--- config.mk ---
export PLATFORM = sky130hd
export DESIGN_NAME = bts_queue
export DESIGN_NICKNAME = d
export VERILOG_FILES = /design/src/design/bts_pkg.sv /design/src/design/bts_queue.sv
export SDC_FILE = /design/constraint.sdc
export NUM_CORES = 1
export LEC_CHECK = 0
export ABC_AREA = 1
export BUFFER_PORTS_ARGS = -buffer_cell sky130_fd_sc_hd__buf_2
export CAP_MARGIN = 5
export CORE_AREA = 10 10 274 276
export DETAILED_ROUTE_END_ITERATION = 12
export DIE_AREA = 0 0 284 286
export HOLD_SLACK_MARGIN = 0.06
export SYNTH_ARGS = -nofsm -noshare
export SYNTH_HDL_FRONTEND = slang
export SYNTH_SLANG_ARGS = --single-unit
--- constraint.sdc ---
create_clock -name clock -period 21.8 [get_ports clock]
set_input_delay 1.09 -clock clock [delete_from_list [all_inputs] [get_ports clock]]
set_output_delay 1.09 -clock clock [all_outputs]
set_load 0.005 [all_outputs]
--- src/design/bts_pkg.sv ---
// Shared types, constants and helpers of the bilinear texture sampler.
// Used by every module of the block; depends on nothing.
`default_nettype none

package bts_pkg;

   // Field and register widths.
   localparam int CFG_W        = 7;
   localparam int CHANNEL_W    = 3;
   localparam int CSR_INDEX_W  = 2;
   localparam int ADDR_W       = 14;
   localparam int VALUE_W      = 24;
   localparam int COORD_W      = 17;
   localparam int FRAC_W       = 16;

   // Register indexes of the configuration port.
   localparam logic [CSR_INDEX_W-1:0] CSR_IMAGE_WIDTH   = 2'd0;
   localparam logic [CSR_INDEX_W-1:0] CSR_IMAGE_HEIGHT  = 2'd1;
   localparam logic [CSR_INDEX_W-1:0] CSR_CHANNEL_COUNT = 2'd2;

   // Reset values of the registers.
   localparam logic [CFG_W-1:0]     RESET_WIDTH    = 7'd64;
   localparam logic [CFG_W-1:0]     RESET_HEIGHT   = 7'd64;
   localparam logic [CHANNEL_W-1:0] RESET_CHANNELS = 3'd3;

   // Default sizes of the texture store.
   localparam int DEFAULT_MAX_WIDTH    = 64;
   localparam int DEFAULT_MAX_HEIGHT   = 64;
   localparam int DEFAULT_MAX_CHANNELS = 4;

   // Four taps (A, B, C, D) and three blended channels.
   localparam int TAP_COUNT   = 4;
   localparam int COLOR_COUNT = 3;

   // A texel index is below 127*127 and an element index below 4*127*127.
   localparam int TEXEL_W  = 2 * CFG_W;
   localparam int ELEM_W   = TEXEL_W + 2;
   localparam int WEIGHT_W = 2 * FRAC_W + 1;
   localparam int PROD_W   = WEIGHT_W + VALUE_W;
   localparam int ACC_W    = PROD_W + 1;

   localparam int QUEUE_DEPTH = 2;

   typedef struct packed {
      logic [CFG_W-1:0] width;
      logic [CFG_W-1:0] height;
      logic             four_channels;
   } bts_cfg_type;

   typedef struct packed {
      logic               is_load;
      logic [ADDR_W-1:0]  address;
      logic [VALUE_W-1:0] value;
   } bts_load_type;

   typedef struct packed {
      bts_load_type                                      load;
      logic [TAP_COUNT-1:0][COLOR_COUNT-1:0][ELEM_W-1:0] element_index;
      logic [TAP_COUNT-1:0][WEIGHT_W-1:0]                weight;
   } bts_entry_type;

   // Clamps a 1-based position to 1..limit and returns it 0-based.
   function automatic logic [CFG_W-1:0] clamp_index(input logic [CFG_W+2:0] pos,
                                                    input logic [CFG_W-1:0] limit);
      logic [CFG_W+2:0] less;
      less = pos - {{3{1'b0}}, 7'd1};
      if (pos == '0) begin
         return '0;
      end else if (pos > {3'b000, limit}) begin
         return limit - 7'd1;
      end else begin
         return less[CFG_W-1:0];
      end
   endfunction

endpackage

`default_nettype wire

--- src/design/bts_queue.sv ---
// Short queue that decouples the front end from the store and blend stages.
// Depends on bts_pkg for the entry type and depth.
`default_nettype none

module bts_queue
   import bts_pkg::*;
(
   input  logic          clock,
   input  logic          reset,
   input  logic          push_valid,
   input  bts_entry_type push_entry,
   output logic          full,
   input  logic          pop,
   output logic          head_valid,
   output bts_entry_type head_entry
);

   localparam int PTR_W   = (QUEUE_DEPTH > 1) ? $clog2(QUEUE_DEPTH) : 1;
   localparam int COUNT_W = $clog2(QUEUE_DEPTH + 1);
   localparam logic [PTR_W-1:0]   LAST_SLOT = PTR_W'(QUEUE_DEPTH - 1);
   localparam logic [COUNT_W-1:0] FULL_COUNT = COUNT_W'(QUEUE_DEPTH);

   bts_entry_type      slots_ff [QUEUE_DEPTH];
   logic [PTR_W-1:0]   write_ptr_ff, write_ptr_in;
   logic [PTR_W-1:0]   read_ptr_ff, read_ptr_in;
   logic [COUNT_W-1:0] count_ff, count_in;
   logic               do_push, do_pop;

   assign full       = (count_ff == FULL_COUNT);
   assign head_valid = (count_ff != '0);
   assign head_entry = slots_ff[read_ptr_ff];
   assign do_push    = push_valid & ~full;
   assign do_pop     = pop & head_valid;

   always_comb begin
      write_ptr_in = write_ptr_ff;
      read_ptr_in  = read_ptr_ff;
      count_in     = count_ff;
      if (do_push) begin
         write_ptr_in = (write_ptr_ff == LAST_SLOT) ? '0 : write_ptr_ff + 1'b1;
      end
      if (do_pop) begin
         read_ptr_in = (read_ptr_ff == LAST_SLOT) ? '0 : read_ptr_ff + 1'b1;
      end
      if (do_push && !do_pop) begin
         count_in = count_ff + 1'b1;
      end else if (do_pop && !do_push) begin
         count_in = count_ff - 1'b1;
      end
   end

   always_ff @(posedge clock) begin
      if (reset) begin
         write_ptr_ff <= '0;
         read_ptr_ff  <= '0;
         count_ff     <= '0;
      end else begin
         write_ptr_ff <= write_ptr_in;
         read_ptr_ff  <= read_ptr_in;
         count_ff     <= count_in;
      end
   end

   always_ff @(posedge clock) begin
      if (do_push) begin
         slots_ff[write_ptr_ff] <= push_entry;
      end
   end

endmodule

`default_nettype wire

==> results of run 1 <==
[area by class of cell]
| type | count | area, µm² | share of cell area (%) |
|---|---|---|---|
| inverters | 8 | 30.0 | 0.0888 |
| multi-input cells | 387 | 4480 | 13.2 |
| clock inverters | 40 | 377 | 1.11 |
| diodes | 27 | 67.6 | 0.200 |
| clock buffers | 92 | 2030 | 5.99 |
| well taps | 940 | 1180 | 3.48 |
| repair buffers | 743 | 3770 | 11.2 |
| flip-flops and latches | 731 | 21900 | 64.7 |
[cells in the mapped netlist, drive strengths merged]
library cell,number
nand3,2
nand2,7
dfxtp,5
inv,8
nand4,1
edfxtp,726
o21ai,3
mux2,363
ha,1
nor2,8
a21oi,2
buf,40
[worst max-delay path, stage by stage, from the launching register on]
cell	delay [ns]
dfxtp_4	0.91
buf_4	0.92
buf_4	0.93
mux2_2	0.43
buf_2	0.13
[state kept, by name, summed over array words and instances, names as in the netlist, named ones only]
name	count
read_ptr_ff	1
write_ptr_ff	1
slots_ff	726
count_ff	2
[layer usage]
metal  GRT usage (%)  share of wire (%)  vias up  routed length, µm
li1                -                  -     6259                  -
met1            15.8                 34     6809              23200
met2            27.6                 52      564              35300
met3            7.37                 10      131               6970
met4            6.91                2.5       26               1710
met5               0               0.27        -                182
[logic make-up after synthesis]
kind of cell	synth area share [%]
multiplexers	16.3
AO/OA/AOI/OAI	0.0939
buffers and inverters	1.05
AND/OR/NAND/NOR	0.272
adder cells (fa/ha/maj)	0.0470
flip-flops	82.2
[per-stage QoR]
step / hold slack (ns) / total power, W / area [µm²] / cells / worst slack, ns
after floorplan: 0.465 / 0.00242 / 26600 / 1166 / 4.44
after global placement: 0.475 / 0.00267 / 31400 / 2809 / 16.40
after detailed placement: 0.496 / 0.00268 / 31400 / 2809 / 16.32
after CTS: 0.511 / 0.00393 / 33800 / 2941 / 16.47
after global routing: 0.567 / 0.00404 / 33800 / 2961 / 16.29
final: 0.507 / 0.00387 / 33800 / 2968 / 16.51
[worst paths after layout]
kind | depth (start not counted) | start | slack (ns) | endpoint
worst max-delay path | 4 | register | 16.51 | head_entry[232]
worst min register to register | 2 | read_ptr_ff | 0.51 | read_ptr_ff
worst max register to register | 6 | count_ff[1] | 17.16 | slots_ff[1][187]
worst min-delay path | 2 | read_ptr_ff | 0.51 | read_ptr_ff
[placed cells by master (no fill, tap or decap), types with 3 or more instances in the layout]
cell,count
buf_4,10
clkinv_1,21
mux2_2,293
clkinv_2,7
clkbuf_1,13
clkbuf_16,79
dfxtp_1,4
inv_1,8
mux2_4,70
buf_2,731
nand2_1,7
nor2_1,6
bufinv_16,5
o21ai_0,3
diode_2,27
edfxtp_1,726
[power by group]
part	total, W	leakage [nW]	internal [W]	switching (W)
combinational	0.000794	4.62	0.000378	0.000416
sequential	0.00184	6.81	0.00178	0.0000545
clock	0.00124	1.17	0.000723	0.000516
total	0.00387	12.6	0.00288	0.000986
==> flow_summary.json, run 1 <==
{
  "outcome": "completed",
  "clock_latency_ns": 0.60,
  "clk_path_buf_depth": 3,
  "cts.sinks": 731,
  "drtAntennaViolNets": 0,
  "worst_slew_pin_slew_ns": 1.16,
  "initial_utilization_pct": 38.3,
  "core_area_um2": 69500,
  "cts_setup_buffers": 0,
  "worst-setup-path-type": "register to output pin",
  "syn_area_um2": 26600,
  "cp_max_fo": 68,
  "period_share_pct": 24.3,
  "critPathCaptureType": "output pin",
  "fmax_ghz": 0.189,
  "finalClockSkew_ns": 0.0281,
  "synth_area_per_cell_um2": 22.8,
  "portBuffers": 731,
  "hold_viol_final": 0,
  "grt_pass1_vias": 15051,
  "rows": 97,
  "routabilityCongestion": 0.779,
  "drive_above_1_share_pct": 60.3,
  "synth_fp_nets": 1534,
  "ys_ff_latch": 731,
  "syn-instance-count": 1166,
  "wire_per_inst_um": 22.7,
  "drc": 0,
  "die-area_um2": 81200,
  "leakage_nw": 12.6,
  "cap_violations": 0,
  "root_buffer": "clkbuf_16",
  "start_kind": "register",
  "hp-class": "register to register",
  "synth-seq-area-share_pct": 82.2,
  "finalSetupTns_ns": 0,
  "drv_slew": 0,
  "hpwl_mm": 48.2,
  "clk_pin_slew_ns": 0.06,
  "netlist_top_cells_area": "edfxtp_1 (82%), mux2_2 (12%), mux2_4 (3.9%)",
  "grt.total_usage_pct": 15.7,
  "ir_worst_vdd_v": 0.0000720,
  "area_delta_synth_final_pct": 27.0,
  "nFillCells": 5904,
  "antenna_found_initial": 44,
  "fp.dieW_um": 284,
  "rsz0062_at_grt": "no",
  "utilization_pct": 48.6,
  "relSlewSlack_pct": 22.5,
  "die_h_um": 286,
  "netlist.area_leader.share_pct": 81.8,
  "first_pass_iters": 5,
  "numCtsBuffers": 77,
  "num-nets-final": 2316,
  "required_ns": 20.71,
  "grt_overflow_total": 0,
  "yosys_warnings": 0,
  "hold_buffers": 0,
  "arrival_ns": 4.20,
  "htreeDepth": 3,
  "min_period_ns": 5.29,
  "via_count": 13789,
  "vias_per_cell": 4.65,
  "setup_viol": 0,
  "cts_tree": "yes",
  "io-pin-count": 732,
  "synth.distinct_cells": 14,
  "grt_pass1_wl_mm": 96.1,
  "powerDensity_nw_per_um2": 114,
  "drtIter0Drc": 862,
  "synth_top_area_cell": "edfxtp_1",
  "grt_max_degree": 172,
  "cts_resized": 0,
  "wl_mm": 67.4
}
Power figures use the tool's default switching activity.
==> run 2: changes to the inputs <==
Clock period 21.8 ns to 5.4 ns, I/O delays scaled along.
==> flow_summary.json, run 2 (synthesis gave the netlist of run 1 again) <==
{
  "outcome": "completed",
  "worstSetupPathDepth": 3,
  "top_regs": "slots_ff: 726 flops, count_ff: 2 flops",
  "grt_pass1_vias": 17202,
  "via_count": 15305,
  "fmax_ghz": 0.320,
  "nFillCells": 5476,
  "start_kind": "register",
  "ir_worst_vdd_v": 0.000354,
  "cp_cell_sequence": "buf_4 > mux2_2 > buf_2",
  "top_register": "slots_ff",
  "die-area_um2": 81200,
  "timing.rr.start": "count_ff[1]",
  "clk_pin_slew_ns": 0.06,
  "cp_max_fo": 61,
  "finalClockSkew_ns": 0.0280,
  "clk_path_buf_depth": 3,
  "routabilityCongestion": 0.833,
  "die_h_um": 286,
  "max_stage_delay_ns": 0.79,
  "required_ns": 5.13,
  "num-nets-final": 2681,
  "clock_latency_ns": 0.61,
  "drtIter0Drc": 988,
  "powerDensity_nw_per_um2": 423,
  "worst_slew_pin_slew_ns": 1.05,
  "leakage_nw": 14.1,
  "vias_per_cell": 4.61,
  "initial_utilization_pct": 38.3,
  "worstRegToRegCells": 4,
  "drtAntennaViolNets": 0,
  "antenna_found_initial": 8,
  "hold_viol_final": 0,
  "ff2ff_setup_slack_ns": 3.10,
  "numCtsBuffers": 77,
  "critPathCaptureType": "output pin",
  "min_from": "push_valid",
  "largest_reg_flops": 726,
  "slowest_stage": "dfxtp_4",
  "worst-setup-path-type": "register to output pin",
  "period_share_pct": 57.8,
  "min_period_ns": 3.12,
  "grt_overflow_total": 0,
  "htreeDepth": 3,
  "cts_tree": "yes",
  "whs_path_depth": 3,
  "wl_mm": 72.6,
  "critPathBufInv": 2,
  "utilization_pct": 53.9,
  "drv_slew": 0,
  "rsz0062_at_grt": "no",
  "io-pin-count": 732,
  "grt_max_degree": 159,
  "pre_cts_ws_ns": 2.87,
  "wire_per_inst_um": 21.9,
  "hpwl_mm": 49.2,
  "timing.final.ws_setup_ns": 2.28,
  "drive_above_1_share_pct": 51.2,
  "cts.sinks": 731,
  "area_delta_synth_final_pct": 40.7,
  "setup_viol": 0,
  "fp.dieW_um": 284,
  "fin_cells": 3318,
  "grt.total_usage_pct": 17.2,
  "drc": 0,
  "regArea_um2": 21900,
  "arrival_ns": 2.85,
  "core_area_um2": 69500,
  "relSlewSlack_pct": 30.0,
  "multi_input_area_um2": 4490,
  "cts_setup_buffers": 0,
  "critical_path.top_delay_family": "buffers and inverters",
  "cap_violations": 0,
  "hp-class": "input pin to register",
  "rows": 97,
  "final_cell_mix": "buf_2 (731), edfxtp_1 (726), dlygate4sd3_1 (367)",
  "dp_cells": 2807,
  "portBuffers": 731,
  "root_buffer": "clkbuf_16",
  "grt_pass1_wl_mm": 107,
  "first_pass_iters": 4,
  "layout_commonest_cell": "buf_2"
}
run 2: metal layers:
layer / up-vias / part of all wire, % / global-route usage [%]
met1: 7540 / 35 / 17.9
met3: 159 / 9.2 / 6.56
met5: - / 0.029 / 0
li1: 6976 / - / -
met4: 4 / 4.0 / 7.96
met2: 626 / 52 / 30.4
run 2: path summary, 6_finish.rpt:
kind | end
worst max-delay path | head_entry[220]
worst min-delay path | slots_ff[1][108]
worst max register to register | slots_ff[1][328]
worst min register to register | read_ptr_ff
run 2: layout make-up:
cell class / instances / share of cell area (%)
Antenna cell: 9 / 0.0601
Timing Repair Buffer: 1108 / 20.0
Clock buffer: 95 / 5.43
Multi-Input combinational cell: 387 / 12.0
Tap cell: 940 / 3.14
Sequential cell: 731 / 58.4
Inverter: 8 / 0.0801
Clock inverter: 40 / 0.931
run 2: power breakdown:
group,switching [W],leakage (nW),total [W],internal (W)
logic,0.00176,6.15,0.00348,0.00171
clock network,0.00213,1.15,0.00498,0.00285
registers,0.000228,6.81,0.00742,0.00719
total,0.00413,14.1,0.0159,0.0117
run 2: worst min-delay path: stages:
cell,delay (ns)
buf_2,0.11
o21ai_4,0.09
nor2_4,0.12
run 2: metrics by stage:
stage / setup TNS (ns) / total power, W / hold WS [ns] / cell area (µm²)
2_1_floorplan: -617.87 / 0.00939 / 0.369 / 26700
3_3_place_gp: 0 / 0.0108 / 0.457 / 31400
3_5_place_dp: 0 / 0.0108 / 0.461 / 31400
4_1_cts: 0 / 0.0161 / 0.157 / 37500
5_1_grt: 0 / 0.0166 / 0.187 / 37500
6_report: 0 / 0.0159 / 0.199 / 37500
run 2: repair_timing:
action / CTS / global route
endpoints found under the hold margin: 731 / 0
hold buffers: 367 / 0
gates resized for setup: 0 / 0
==> run 3: changes to the inputs <==
Settings changed: CORE_AREA 10 10 274 276 to 10 10 279 281, DIE_AREA 0 0 284 286 to 0 0 289 291.
Clock period 5.4 ns to 2.6 ns, I/O delays scaled along.
==> flow_summary.json, run 3 (synthesis gave the netlist of run 1 again) <==
{
  "outcome": "completed",
  "leakage_nw": 14.2,
  "p_switching_w": 0.00858,
  "wire_per_inst_um": 21.5,
  "drc": 0,
  "hold_ws_ns": 0.244,
  "grt_pass1_vias": 17023,
  "drv_slew": 0,
  "cp_max_fo": 24,
  "grt_pass1_wl_mm": 106,
  "ir_worst_vdd_v": 0.000739,
  "core_area_um2": 72300,
  "wl_mm": 72.2,
  "arrival_ns": 2.18,
  "p_clk_share_pct": 30.9,
  "min_from": "push_entry[292]",
  "period_share_pct": 88.7,
  "relSlewSlack_pct": 58.7,
  "drive_above_1_share_pct": 51.6,
  "cts_tree": "yes",
  "fp.dieW_um": 289,
  "num-nets-final": 2703,
  "swShare_pct": 26.0,
  "clock_latency_ns": 0.61,
  "vias_per_cell": 4.54,
  "ff2ff_setup_slack_ns": 0.81,
  "powerDensity_nw_per_um2": 875,
  "grt.total_usage_pct": 16.6,
  "p_comb_share_pct": 22.9,
  "die_h_um": 291,
  "first_pass_iters": 4,
  "largest_reg_flops": 726,
  "place_area_um2": 31700,
  "setup_viol": 0,
  "routabilityCongestion": 0.805,
  "start_kind": "register",
  "die-area_um2": 84100,
  "cap_violations": 0,
  "top_regs": "slots_ff: 726 flops, count_ff: 2 flops",
  "via_count": 15234,
  "whs_path_depth": 2,
  "area_delta_synth_final_pct": 41.7,
  "timing.rr.start": "count_ff[1]",
  "worst_slew_pin_slew_ns": 0.620,
  "portBuffers": 731,
  "worstRegToRegCells": 5,
  "max_stage_delay_ns": 0.41,
  "critPathCaptureType": "output pin",
  "clk_pin_slew_ns": 0.06,
  "rsz0062_at_grt": "no",
  "critPathBufInv": 3,
  "min_period_ns": 2.31,
  "fin_area_um2": 37700,
  "cts.sinks": 731,
  "finalSetupTns_ns": 0,
  "grt_max_degree": 91,
  "required_ns": 2.47,
  "root_buffer": "clkbuf_16",
  "final_cell_mix": "buf_2 (731), edfxtp_1 (726), dlygate4sd3_1 (366)",
  "cp_cell_sequence": "buf_12 > buf_4 > mux2_2 > buf_2",
  "drtAntennaViolNets": 0,
  "hold_viol_final": 0,
  "pwr-share-seq_pct": 46.2,
  "critical_path.top_delay_family": "buffers and inverters",
  "slowest_stage": "dfxtp_4",
  "drtIter0Drc": 700,
  "grt_overflow_total": 0,
  "r2r-end": "slots_ff[1][210]",
  "initial_utilization_pct": 36.8,
  "hp-class": "input pin to register",
  "rows": 99,
  "layout_commonest_cell": "buf_2",
  "worstSetupPathDepth": 4,
  "io-pin-count": 732,
  "hold_buffers": 366,
  "hold_path_end": "slots_ff[0][292]",
  "numCtsBuffers": 77,
  "clk_path_buf_depth": 3,
  "cts_setup_buffers": 0,
  "antenna_found_initial": 10,
  "hpwl_mm": 50.8,
  "intPower_w": 0.0244,
  "top_register": "slots_ff",
  "fmax_ghz": 0.434,
  "cts_resized": 0,
  "worst-setup-path-type": "register to output pin",
  "finalClockSkew_ns": 0.0151,
  "htreeDepth": 3
}
-- run 3: cell types whose count changed in the layout (fill, tap and decap cells not counted), sizes merged --
cell,before,now
buf,741,764
clkbuf,95,101
clkinv,28,25
clkinvlp,3,1
diode,9,7
bufinv,3,2
dlygate4sd3,367,366
inv,14,13
-- run 3: per-stage QoR --
| stage | setup WS, ns | total power [W] | utilization, % | std cells |
|---|---|---|---|---|
| floorplan | -3.66 | 0.0195 | - | 1166 |
| detailed placement | 0.807 | 0.0227 | 43.8 | 2849 |
| global route | 0.176 | 0.0345 | 52.2 | 3355 |
| finish | 0.295 | 0.0330 | 52.2 | 3356 |
| CTS | 0.243 | 0.0335 | 52.1 | 3349 |
| global placement | 0.849 | 0.0226 | 43.8 | 2849 |
-- run 3: how the worst max path moves through the flow --
stage                            from                to  slack [ns]
after global routing         register   head_entry[114]        0.18
after detailed placement  count_ff[1]  slots_ff[1][131]        0.81
after CTS                    register   head_entry[114]        0.24
after floorplan           count_ff[1]    slots_ff[0][0]       -3.66
final                        register   head_entry[114]        0.29
after global placement    count_ff[1]  slots_ff[1][133]        0.85
-- run 3: final cells by class --
class | instances | area, µm²
clock buffers | 101 | 2060
multi-input cells | 387 | 4490
fillers | 5794 | 34600
repair buffers | 1130 | 7760
diodes | 7 | 17.5
clock inverters | 33 | 283
well taps | 959 | 1200
inverters | 8 | 30.0
flip-flops and latches | 731 | 21900
-- run 3: worst register-to-register path, delay by kind of cell, from the launching register on --
family,cells,cell delay (ns)
simple gates,1,0.16
buf+inv,3,0.77
compound gates,1,0.09
flops,1,0.32
-- run 3: power by group through the flow --
| stage | registers [W] | clock network [W] | logic (W) |
|---|---|---|---|
| 2_1_floorplan | 0.0157 | 0 | 0.00380 |
| 4_1_cts | 0.0152 | 0.0105 | 0.00776 |
| 5_1_grt | 0.0154 | 0.0109 | 0.00818 |
| 3_3_place_gp | 0.0154 | 0 | 0.00719 |
| 6_report | 0.0152 | 0.0102 | 0.00757 |
| 3_5_place_dp | 0.0155 | 0 | 0.00723 |
-- run 3: layer usage --
layer  up-vias  global-route usage, %  part of all wire [%]
met5         -                      0                 0.037
met4         4                   7.12                   3.6
met3       132                   5.77                   8.7
met2       597                   29.8                    53
met1      7482                   17.1                    35
li1       7019                      -                     -
